--- src/rtl/strongest_contributor_table_unit_macros.svh ---
// ----------------------------------------------------------------------------
// Strongest contributor table assertion macros
// Shared concurrent assertion forms, clocked on clk, disabled in reset.
// ----------------------------------------------------------------------------
`ifndef STRONGEST_CONTRIBUTOR_TABLE_UNIT_MACROS_SVH
`define STRONGEST_CONTRIBUTOR_TABLE_UNIT_MACROS_SVH

// same-cycle implication
`define SCT_ASSERT_IMPL(lbl, ante, cons, msg) \
	lbl: assert property (@(posedge clk) disable iff (!arst_n) (ante) |-> (cons)) \
		else $error(msg);

// next-cycle implication
`define SCT_ASSERT_NEXT(lbl, ante, cons, msg) \
	lbl: assert property (@(posedge clk) disable iff (!arst_n) (ante) |=> (cons)) \
		else $error(msg);

`endif

--- src/rtl/sct_pkg.sv ---
// ----------------------------------------------------------------------------
// Strongest contributor table package
// Operation codes, fixed field widths and controller command bundle.
// ----------------------------------------------------------------------------
package sct_pkg;

	localparam int OP_W    = 3;
	localparam int ID_W    = 16;
	localparam int INFL_W  = 16;
	localparam int TIME_W  = 32;
	localparam int IDX_W   = 3;
	localparam int MASK_W  = 8;

	// operation codes
	typedef enum logic [OP_W-1:0] {
		OP_CLR_ACTIVE  = 3'd0,
		OP_ADD         = 3'd1,
		OP_DELETE      = 3'd2,
		OP_MARK        = 3'd3,
		OP_CLR_CHANGED = 3'd4,
		OP_READ        = 3'd5
	} op_t;

	// controller to datapath commands
	typedef struct packed {
		logic load;
		logic exec;
	} sct_cmd_t;

endpackage

--- src/rtl/sct_ctrl.sv ---
// ----------------------------------------------------------------------------
// Strongest contributor table controller
// Sequences capture, table update and result delivery for one transaction.
// ----------------------------------------------------------------------------
`include "strongest_contributor_table_unit_macros.svh"

module sct_ctrl (
	input  logic              clk,
	input  logic              arst_n,
	input  logic              in_valid,
	output logic              in_ready,
	output logic              out_valid,
	input  logic              out_ready,
	output sct_pkg::sct_cmd_t cmd
);
	import sct_pkg::*;

	typedef enum logic [2:0] {
		S_IDLE = 3'b001,
		S_EXEC = 3'b010,
		S_DONE = 3'b100
	} state_t;

	state_t state_q;
	state_t state_nxt;

	// next state
	always_comb begin
		state_nxt = state_q;
		case (state_q)
			S_IDLE: begin
				if (in_valid) state_nxt = S_EXEC;
			end
			S_EXEC: begin
				state_nxt = S_DONE;
			end
			S_DONE: begin
				if (out_ready) state_nxt = S_IDLE;
			end
			default: begin
				state_nxt = S_IDLE;
			end
		endcase
	end

	// state register
	always_ff @(posedge clk or negedge arst_n) begin
		if (!arst_n) begin
			state_q <= S_IDLE;
		end else begin
			state_q <= state_nxt;
		end
	end

	// handshakes and commands
	assign in_ready  = (state_q == S_IDLE);
	assign out_valid = (state_q == S_DONE);
	assign cmd.load  = in_valid && in_ready;
	assign cmd.exec  = (state_q == S_EXEC);

	`SCT_ASSERT_IMPL(a_ready_excl, in_ready, !out_valid, "input ready while result pending")
	`SCT_ASSERT_NEXT(a_load_exec, cmd.load, cmd.exec, "captured transaction not executed")
	`SCT_ASSERT_NEXT(a_exec_out, cmd.exec, out_valid, "executed transaction not presented")

endmodule

--- src/rtl/sct_dp.sv ---
// ----------------------------------------------------------------------------
// Strongest contributor table datapath
// Slot table, masks, deletion time, slot searches and result registers.
// ----------------------------------------------------------------------------
`include "strongest_contributor_table_unit_macros.svh"

module sct_dp #(
	parameter int SLOT_COUNT = 6
) (
	input  logic                      clk,
	input  logic                      arst_n,
	input  sct_pkg::sct_cmd_t         cmd,
	input  logic                      cfg_we,
	input  logic [sct_pkg::INFL_W-1:0] cfg_data,
	input  logic [sct_pkg::OP_W-1:0]   op,
	input  logic [sct_pkg::ID_W-1:0]   source_id,
	input  logic [sct_pkg::INFL_W-1:0] intensity,
	input  logic [sct_pkg::TIME_W-1:0] now_ms,
	input  logic [sct_pkg::IDX_W-1:0]  slot_index,
	output logic [sct_pkg::MASK_W-1:0] active_mask,
	output logic [sct_pkg::MASK_W-1:0] changed_mask,
	output logic                      accepted,
	output logic [sct_pkg::IDX_W-1:0]  slot_used,
	output logic [sct_pkg::ID_W-1:0]   read_source,
	output logic                      read_valid,
	output logic [sct_pkg::TIME_W-1:0] last_deletion_ms
);
	import sct_pkg::*;

	localparam int SLOT_W = (SLOT_COUNT > 1) ? $clog2(SLOT_COUNT) : 1;

	// captured transaction
	logic [OP_W-1:0]   op_q;
	logic [ID_W-1:0]   id_q;
	logic [INFL_W-1:0] inten_q;
	logic [TIME_W-1:0] now_q;
	logic [IDX_W-1:0]  idx_q;

	// table state
	logic [INFL_W-1:0] min_q;
	logic [ID_W-1:0]   src_q  [SLOT_COUNT];
	logic [INFL_W-1:0] infl_q [SLOT_COUNT];
	logic [MASK_W-1:0] active_q;
	logic [MASK_W-1:0] changed_q;
	logic [TIME_W-1:0] del_q;

	// result registers
	logic              accepted_q;
	logic [IDX_W-1:0]  used_q;
	logic [ID_W-1:0]   rd_src_q;
	logic              rd_valid_q;

	// search results
	logic              hit_found;
	logic [SLOT_W-1:0] hit_idx;
	logic [INFL_W-1:0] hit_infl;
	logic              empty_found;
	logic [SLOT_W-1:0] empty_idx;
	logic [SLOT_W-1:0] weak_idx;
	logic [INFL_W-1:0] weak_infl;
	logic              add_ok;
	logic              place;
	logic              same_entry;
	logic [SLOT_W-1:0] sel_idx;
	logic [MASK_W-1:0] sel_oh;
	logic [MASK_W-1:0] hit_oh;
	logic [ID_W-1:0]   rd_src;
	logic              rd_act;

	// capture input transaction
	always_ff @(posedge clk) begin
		if (cmd.load) begin
			op_q    <= op;
			id_q    <= source_id;
			inten_q <= intensity;
			now_q   <= now_ms;
			idx_q   <= slot_index;
		end
	end

	// first slot holding the id
	always_comb begin
		hit_found = 1'b0;
		hit_idx   = '0;
		hit_infl  = '0;
		for (int i = 0; i < SLOT_COUNT; i++) begin
			if (!hit_found && (id_q != '0) && (src_q[i] == id_q)) begin
				hit_found = 1'b1;
				hit_idx   = SLOT_W'(i);
				hit_infl  = infl_q[i];
			end
		end
	end

	// first empty slot
	always_comb begin
		empty_found = 1'b0;
		empty_idx   = '0;
		for (int i = 0; i < SLOT_COUNT; i++) begin
			if (!empty_found && (src_q[i] == '0)) begin
				empty_found = 1'b1;
				empty_idx   = SLOT_W'(i);
			end
		end
	end

	// weakest slot, lowest index on a tie
	always_comb begin
		weak_idx  = '0;
		weak_infl = infl_q[0];
		for (int i = 1; i < SLOT_COUNT; i++) begin
			if (infl_q[i] < weak_infl) begin
				weak_idx  = SLOT_W'(i);
				weak_infl = infl_q[i];
			end
		end
	end

	// add slot choice
	always_comb begin
		add_ok     = (id_q != '0) && (inten_q >= min_q);
		place      = 1'b0;
		sel_idx    = weak_idx;
		same_entry = hit_found && (hit_infl == inten_q);
		if (hit_found) begin
			place   = add_ok;
			sel_idx = hit_idx;
		end else if (empty_found) begin
			place   = add_ok;
			sel_idx = empty_idx;
		end else if (inten_q > weak_infl) begin
			place   = add_ok;
			sel_idx = weak_idx;
		end
	end

	assign sel_oh = MASK_W'(1) << sel_idx;
	assign hit_oh = MASK_W'(1) << hit_idx;

	// slot read, out-of-range index matches no slot
	always_comb begin
		rd_src = '0;
		rd_act = 1'b0;
		for (int i = 0; i < SLOT_COUNT; i++) begin
			if (idx_q == IDX_W'(i)) begin
				rd_src = src_q[i];
				rd_act = active_q[i];
			end
		end
	end

	// config register
	always_ff @(posedge clk or negedge arst_n) begin
		if (!arst_n) begin
			min_q <= INFL_W'(13);
		end else if (cfg_we) begin
			min_q <= cfg_data;
		end
	end

	// table update
	always_ff @(posedge clk or negedge arst_n) begin
		if (!arst_n) begin
			for (int i = 0; i < SLOT_COUNT; i++) begin
				src_q[i]  <= '0;
				infl_q[i] <= '0;
			end
			active_q  <= '0;
			changed_q <= '0;
			del_q     <= '0;
		end else if (cmd.exec) begin
			case (op_q)
				OP_CLR_ACTIVE: begin
					active_q <= '0;
				end
				OP_ADD: begin
					if (place) begin
						src_q[sel_idx]  <= id_q;
						infl_q[sel_idx] <= inten_q;
						active_q        <= active_q | sel_oh;
						if (!same_entry) changed_q <= changed_q | sel_oh;
					end
				end
				OP_DELETE: begin
					if (hit_found) begin
						src_q[hit_idx] <= '0;
						active_q       <= active_q & ~hit_oh;
						changed_q      <= changed_q | hit_oh;
						del_q          <= now_q;
					end
				end
				OP_MARK: begin
					if (hit_found) changed_q <= changed_q | hit_oh;
				end
				OP_CLR_CHANGED: begin
					changed_q <= '0;
				end
				default: begin
				end
			endcase
		end
	end

	// result fields
	always_ff @(posedge clk) begin
		if (cmd.exec) begin
			accepted_q <= 1'b0;
			used_q     <= '0;
			rd_src_q   <= '0;
			rd_valid_q <= 1'b0;
			case (op_q)
				OP_ADD: begin
					if (place) begin
						accepted_q <= 1'b1;
						used_q     <= IDX_W'(sel_idx);
					end
				end
				OP_DELETE, OP_MARK: begin
					if (hit_found) used_q <= IDX_W'(hit_idx);
				end
				OP_READ: begin
					if (rd_act) begin
						rd_valid_q <= 1'b1;
						rd_src_q   <= rd_src;
					end
				end
				default: begin
				end
			endcase
		end
	end

	assign active_mask      = active_q;
	assign changed_mask     = changed_q;
	assign accepted         = accepted_q;
	assign slot_used        = used_q;
	assign read_source      = rd_src_q;
	assign read_valid       = rd_valid_q;
	assign last_deletion_ms = del_q;

	`SCT_ASSERT_IMPL(a_mask_range, 1'b1, ((active_q | changed_q) >> SLOT_COUNT) == '0, "mask bit beyond table")
	`SCT_ASSERT_NEXT(a_acc_add, cmd.exec && (op_q != OP_ADD), !accepted_q, "accepted set on non-add")
	`SCT_ASSERT_NEXT(a_del_clear, cmd.exec && (op_q == OP_DELETE) && hit_found, (active_q & $past(hit_oh)) == '0, "deleted slot still active")

endmodule

--- src/rtl/strongest_contributor_table_unit.sv ---
// Strongest contributor table unit
// Input channel (in_valid/in_ready) carries op, source_id, intensity, now_ms
// and slot_index; each transaction yields exactly one result on the output
// channel (out_valid/out_ready) with the masks, add status, slot, read data
// and last deletion time as they stand after the operation.
// The config channel (cfg_valid/cfg_ready) writes the add floor, an unsigned
// Q8.8 value below which adds are ignored; it is always ready and should be
// used only while idle.
// After the input transaction is taken, the controller passes through the
// execute state to the done state, where the result is presented.
// The slot table is searched and updated in the execute state, and the
// controller holds one transaction from capture until its result is taken,
// so no new transaction is accepted while one is held.
// A stalled receiver holds the result stable and blocks new input until it
// is taken.
// Reset clears the table, both masks and the deletion time and sets the add
// floor to raw code 13 (13/256); the unit is ready for input right after reset.
// ----------------------------------------------------------------------------
// Strongest contributor table unit top level
// Joins the controller and the table datapath.
// ----------------------------------------------------------------------------
module strongest_contributor_table_unit #(
	parameter int SLOT_COUNT = 6
) (
	input  logic                       clk,
	input  logic                       arst_n,
	input  logic                       cfg_valid,
	output logic                       cfg_ready,
	input  logic [sct_pkg::INFL_W-1:0] cfg_data,
	input  logic                       in_valid,
	output logic                       in_ready,
	input  logic [sct_pkg::OP_W-1:0]   op,
	input  logic [sct_pkg::ID_W-1:0]   source_id,
	input  logic [sct_pkg::INFL_W-1:0] intensity,
	input  logic [sct_pkg::TIME_W-1:0] now_ms,
	input  logic [sct_pkg::IDX_W-1:0]  slot_index,
	output logic                       out_valid,
	input  logic                       out_ready,
	output logic [sct_pkg::MASK_W-1:0] active_mask,
	output logic [sct_pkg::MASK_W-1:0] changed_mask,
	output logic                       accepted,
	output logic [sct_pkg::IDX_W-1:0]  slot_used,
	output logic [sct_pkg::ID_W-1:0]   read_source,
	output logic                       read_valid,
	output logic [sct_pkg::TIME_W-1:0] last_deletion_ms
);
	import sct_pkg::*;

	sct_cmd_t cmd;

	// config writes are always taken
	assign cfg_ready = 1'b1;

	// controller
	sct_ctrl u_ctrl (
		.clk       (clk),
		.arst_n    (arst_n),
		.in_valid  (in_valid),
		.in_ready  (in_ready),
		.out_valid (out_valid),
		.out_ready (out_ready),
		.cmd       (cmd)
	);

	// datapath
	sct_dp #(
		.SLOT_COUNT (SLOT_COUNT)
	) u_dp (
		.clk              (clk),
		.arst_n           (arst_n),
		.cmd              (cmd),
		.cfg_we           (cfg_valid && cfg_ready),
		.cfg_data         (cfg_data),
		.op               (op),
		.source_id        (source_id),
		.intensity        (intensity),
		.now_ms           (now_ms),
		.slot_index       (slot_index),
		.active_mask      (active_mask),
		.changed_mask     (changed_mask),
		.accepted         (accepted),
		.slot_used        (slot_used),
		.read_source      (read_source),
		.read_valid       (read_valid),
		.last_deletion_ms (last_deletion_ms)
	);

endmodule
--- config.mk ---
export PLATFORM = sky130hd
export DESIGN_NAME = strongest_contributor_table_unit
export DESIGN_NICKNAME = d
export VERILOG_FILES = /design/src/rtl/sct_pkg.sv /design/src/rtl/sct_ctrl.sv /design/src/rtl/sct_dp.sv /design/src/rtl/strongest_contributor_table_unit.sv
export VERILOG_INCLUDE_DIRS = /design/src /design/src/rtl
export SDC_FILE = /design/constraint.sdc
export NUM_CORES = 1
export LEC_CHECK = 0
export ABC_CLOCK_PERIOD_IN_PS = 14650
export BUFFER_PORTS_ARGS = -buffer_cell sky130_fd_sc_hd__buf_2
export CAP_MARGIN = 10
export CORE_UTILIZATION = 50
export CTS_BUF_LIST = sky130_fd_sc_hd__clkbuf_4
export CTS_CLUSTER_DIAMETER = 100
export DETAILED_ROUTE_END_ITERATION = 8
export PLACE_DENSITY = 0.7
export SETUP_SLACK_MARGIN = 0.05
export SLEW_MARGIN = 20
export SYNTH_ARGS = -nofsm -noshare
export SYNTH_HDL_FRONTEND = slang
export SYNTH_SLANG_ARGS = --single-unit
--- constraint.sdc ---
create_clock -name clk -period 14.65 [get_ports clk]
set_input_delay 2.1975 -clock clk [delete_from_list [all_inputs] [get_ports clk]]
set_output_delay 2.1975 -clock clk [all_outputs]
set_load 0.02 [all_outputs]
==> reports/results.ini, run 1 <==
[sta]
slew-limit-headroom_pct=24.2
setup_viol=0
setup_tns_ps=0
fin_crit_sh_pct=93.7
slew_viol_final=0
rsz0062_at_grt=false
hold_viol=0
finClkSkew_ps=67.8
max_freq_ghz=0.0729
max_slew.worst_pin.slew_ps=1130
period_minus_slack_ps=13720

[clocking]
numClockSinks=350
h-tree-depth=3
holdBufCountCts=0
cts_buffer_depth=3
clkTransAtPathRegs_ps=70
ctsRootBufferMaster=clkbuf_4
cts_tree=done
numCtsBuffers=95
insertion_delay_ps=890

[synthesis]
syn_area_um2=20000
yosysUniqueCellTypes=94
muxShareOfSynthArea_pct=15.8
synth-seq-cells=350
synth_fp_nets=1978
synth-main-ff-cell=dfrtp_1
synth_top_area_cell=dfrtp_1
synthArstFlopShare_pct=74.0
yosysTopAreaCellShare_pct=31.8
synth_edf_count=91
yosys_warnings=0
synth_top_family_by_area=multiplexers
netlist_instances=1785
avgSynthCellArea_um2=11.2
post_synth_and_or_nand_nor_area_fraction_pct=11.0
yosysSeqAreaShare_pct=46.0
synthTopCellsByArea=dfrtp_1 (32%), edfxtp_1 (14%), ha_1 (6.4%), mux2i_1 (5.8%), mux2_2 (4.0%)
synth-xor-area-share_pct=5.03
synthAdderAreaFrac_pct=6.37
synth_compound_area_share_pct=11.4

[flow_run]
maxCapViolCount=0

[cells_and_area]
final_nets=2188
final_common_cell=dfrtp_1
fill_cells=3381
final_cell_mix=dfrtp_1 (255), nand2_1 (165), buf_2 (160)
drive_above_1_share_pct=25.5
areaGrowthSynthToFinish_pct=13.5

[floorplanning]
floorplan.initialDensity_pct=51.3
io_pins=163
die-height_um=202
fp-row-count=72
core_um2=39100
dieArea_um2=40900
fp.dieW_um=202

[drt]
ant_nets=0
vias=15600
drt-pass1-iter-count=5
drc=0
via_per_inst=6.03
drt-total-wl_um=61400
wire_per_inst_um=23.6
drt_iter0_markers=1363

[grt]
grt_max_degree=85
antenna_found_initial=3
gr-usage-met3_pct=7.29
grt-ovfl-total=0
groute.layer.met2.usage_pct=46.2
grt_pass1_wl_um=95700
busiest_layer=met2
track_usage_pct=30.6
globalRouteMet1Util_pct=42.8
grt_pass1_vias=16000

[hold_path]
hold_path.class=flop to flop

[outcome]
status=completed

[critical_path]
cp-start-kind=flop
arrival_ps=14450
cpPeakStageDelay_ps=420
cp_slowest_cell=dfrtp_1
crit_type=flop to flop
cp-end-kind=flop
crit_fanout=33
cp_data_required_time_ps=15370

[place]
port_buffers=161
post-dp-hpwl_um=44400
globalplace.congestion=0.959

path summary, 6_finish.rpt:
path / start / cells after the start / end / slack, ps
max: u_dp.infl_q[75] / 63 / u_dp.infl_q[28] / 930
min: u_dp.now_q[19] / 1 / u_dp.last_deletion_ms[19] / 470
max reg2reg: u_dp.infl_q[75] / 63 / u_dp.infl_q[28] / 930
min reg2reg: u_dp.now_q[19] / 1 / u_dp.last_deletion_ms[19] / 470
max in group asynchronous: arst_n / 3 / u_dp.src_q[22] / 11110
min in group asynchronous: arst_n / 1 / u_dp.infl_q[61] / 1310
flip-flops by register name, indices dropped and copies added (netlist names), 8 cells and up:
register               cells
u_dp.active_mask           8
u_dp.changed_mask          8
u_dp.id_q                 16
u_dp.infl_q               96
u_dp.inten_q              16
u_dp.last_deletion_ms     32
u_dp.min_q                16
u_dp.now_q                32
u_dp.read_source          16
u_dp.src_q                96
cell families (layout without fill, tap and decap cells):
group	count (synthesis)	count (layout)
AND/OR/NAND/NOR	426	426
flip-flops	350	350
AO/OA/AOI/OAI	325	325
multiplexers	276	276
buffers and inverters	190	481
XOR/XNOR	115	115
adder cells (fa/ha/maj)	102	102
other	1	3
area by class of cell:
type                    instances  area [µm²]  area share (%)
flip-flops and latches        350        9220            40.5
repair buffers                199        1200            5.27
inverters                     104         390            1.72
multi-input cells            1245       10000            44.1
clock buffers                 140        1050            4.62
clock inverters                38         199           0.874
diodes                          2        5.00          0.0220
well taps                     518         648            2.85
worst max-delay path, delay by kind of cell, from the launching register on:
| kind | cells | cell delay [ps] |
|---|---|---|
| AND/OR/NAND/NOR | 14 | 2730 |
| multiplexers | 5 | 1420 |
| AO/OA/AOI/OAI | 29 | 5810 |
| adder cells (fa/ha/maj) | 6 | 1640 |
| flip-flops | 1 | 420 |
| buffers and inverters | 9 | 1500 |
per-stage QoR:
| stage | cells | cell area, µm² | setup WS, ps | hold WS (ps) | util (%) |
|---|---|---|---|---|---|
| floorplan | 1785 | 20000 | 1010 | 454 | - |
| global placement | 2413 | 21400 | 461 | 456 | 54.7 |
| detailed placement | 2413 | 21400 | 114 | 464 | 54.7 |
| CTS | 2591 | 22700 | 63.6 | 463 | 57.9 |
| global route | 2596 | 22800 | 38.6 | 488 | 58.2 |
| finish | 2596 | 22800 | 928 | 469 | 58.2 |
metal layers:
| metal | vias up | part of all wire (%) |
|---|---|---|
| li1 | 7026 | - |
| met1 | 7797 | 44 |
| met2 | 682 | 45 |
| met3 | 140 | 7.9 |
| met4 | 0 | 3.2 |
| met5 | - | 0 |
cells in the mapped netlist (6+ instances only):
library cell / n
mux2_2: 71
ha_1: 102
o211ai_1: 11
xnor2_1: 32
buf_6: 12
o21ai_0: 44
a21oi_1: 77
and3_1: 10
nor3_1: 16
buf_1: 6
clkbuf_1: 46
a222oi_1: 15
nand2_1: 165
nand2b_1: 11
inv_1: 103
mux2i_1: 116
a22oi_1: 60
and2_1: 8
xor2_1: 83
and4_1: 6
nor2b_1: 9
nor2_1: 61
o22ai_1: 6
edfxtp_1: 91
mux2_4: 51
dfrtp_1: 255
nand4_1: 32
buf_4: 7
nor3b_1: 7
mux2_1: 36
nor4_1: 55
nand3_1: 16
buf_2: 13
a31oi_1: 17
a21o_1: 30
timing repair:
item | in CTS | in global routing
resized for setup | 0 | 16
buffers inserted | 0 | 3
setup endpoints to repair | 0 | 208
Power of run 1 is left out: the tool's default activity adds up to more than one toggle a clock period on the data nets, which glitch-free logic cannot reach.
==> run 2: changes to the inputs <==
--- a/config.mk
+++ b/config.mk
@@ -9,6 +9,7 @@
 export ABC_CLOCK_PERIOD_IN_PS = 14650
 export BUFFER_PORTS_ARGS = -buffer_cell sky130_fd_sc_hd__buf_2
 export CAP_MARGIN = 10
+export CORE_MARGIN = 2
 export CORE_UTILIZATION = 50
 export CTS_BUF_LIST = sky130_fd_sc_hd__clkbuf_4
 export CTS_CLUSTER_DIAMETER = 100
@@ -19,3 +20,4 @@
 export SYNTH_ARGS = -nofsm -noshare
 export SYNTH_HDL_FRONTEND = slang
 export SYNTH_SLANG_ARGS = --single-unit
+export TNS_END_PERCENT = 1
==> run 2 against run 1 <==
Compared with the run above: core utilization is 0.24 points lower; highest routed layer unchanged; cell count increased by 1.2%; worst hold slack improved by 3.2 ps; clock skew up 32 ps; sequential cell count unchanged; largest cell class unchanged; global-route usage shrank 0.85 points; critical path depth grew 6; maximum frequency down 0.85%; first-iteration DRC count is 14% higher.
==> reports/results.ini, run 2 (synthesis gave the netlist of run 1 again) <==
[grt]
grt_pass1_wl_um=93700
track_usage_pct=29.8
grt_max_degree=118
grt_pass1_vias=15900
antenna_found_initial=2
grt-ovfl-total=0

[cells_and_area]
areaGrowthSynthToFinish_pct=14.6
reg.largest.list=u_dp.infl_q: 96 flops, u_dp.src_q: 96 flops
drive_above_1_share_pct=26.4
final_cell_mix=dfrtp_1 (255), nand2_1 (165), buf_2 (160)
final_common_cell=dfrtp_1
final_nets=2209

[drt]
wire_per_inst_um=23.5
drt-pass1-iter-count=7
drt_iter0_markers=1554
vias=15800
ant_nets=0
drt-total-wl_um=61700
via_per_inst=6.02
drc=0

[critical_path]
cp-end-kind=flop
arrival_ps=14560
crit_type=flop to flop
cp-start-kind=flop
path_delay_family=compound AO/OA/AOI/OAI gates
path_buf_inv=11
cpPeakStageDelay_ps=420
cp_data_required_time_ps=15370
cp_slowest_cell=dfrtp_1
crit_fanout=14

[place]
globalplace.congestion=0.958
post-dp-hpwl_um=43500
pre_cts_slack_ps=-417
port_buffers=161

[clocking]
cts_tree=done
cts_buffer_depth=3
holdBufCountCts=0
insertion_delay_ps=910
ctsRootBufferMaster=clkbuf_4
clkTransAtPathRegs_ps=80
h-tree-depth=3
numCtsBuffers=94
numClockSinks=350

[sta]
hold_viol=0
max_slew.worst_pin.slew_ps=1080
fin_crit_sh_pct=94.5
max_freq_ghz=0.0723
slew-limit-headroom_pct=27.2
setup_viol=0
slew_viol_final=0
worst_slack_ps=810
period_minus_slack_ps=13840
finClkSkew_ps=99.8

[floorplanning]
fp.dieW_um=204
die-height_um=204
floorplan.initialDensity_pct=50.6
fp-row-count=73
io_pins=163
dieArea_um2=41700
core_um2=39600

[hold_path]
hold_path.class=flop to flop

[outcome]
status=completed

[flow_run]
maxCapViolCount=0

## run 2: cell count changes in the layout (fill, tap and decap cells not counted), sizes merged, moves of 3 or more
cell / change
clkinv: -6
clkbuf: +4
diode: +4
clkinvlp: +3
buf: +17
## run 2: area by class of cell
cell class | count | area (µm²)
antenna | 6 | 15.0
inverter | 104 | 394
clock inverter | 32 | 175
timing repair buffer | 216 | 1300
multi-input combinational | 1249 | 10100
clock buffer | 144 | 1080
tap | 525 | 657
sequential | 350 | 9220
fill | 3407 | 16700
timing repair inverter | 1 | 5.00
## run 2: per-layer routing
layer,vias to the layer above,share of wire (%),track usage (%)
met5,-,0,0
met4,0,4.2,13.8
met3,172,8.6,7.73
met2,748,45,45.4
met1,7794,42,39.7
li1,7090,-,-
## run 2: timing repair
item                                    in CTS  in global routing
resized for setup                            5                 18
pin swaps                                    0                  2
endpoints found under the setup margin     163                208
setup buffers                                0                 27
cloned                                       4                  1
## run 2: path summary, 6_finish.rpt
check / startpoint / end / slack, ps / cells after the start
worst max-delay path: u_dp.infl_q[79] / u_dp.infl_q[23] / 810 / 69
worst min-delay path: u_dp.now_q[1] / u_dp.last_deletion_ms[1] / 470 / 1
worst max register to register: u_dp.infl_q[79] / u_dp.infl_q[23] / 810 / 69
worst min register to register: u_dp.now_q[1] / u_dp.last_deletion_ms[1] / 470 / 1
max in group asynchronous: arst_n / u_dp.infl_q[37] / 11600 / 2
min in group asynchronous: arst_n / u_dp.infl_q[57] / 1430 / 1
## run 2: metrics by stage
stage | cells | utilization [%] | TNS [ps] | hold WS [ps] | area, µm²
2_1_floorplan | 1785 | - | 0 | 454 | 20000
3_5_place_dp | 2413 | 53.7 | -21750 | 465 | 21300
4_1_cts | 2593 | 57.0 | 0 | 480 | 22600
6_report | 2627 | 58.0 | 0 | 473 | 23000
5_1_grt | 2626 | 57.9 | -59.4 | 483 | 23000
3_3_place_gp | 2413 | 53.7 | 0 | 455 | 21300
Power of run 2 is left out for the same reason.
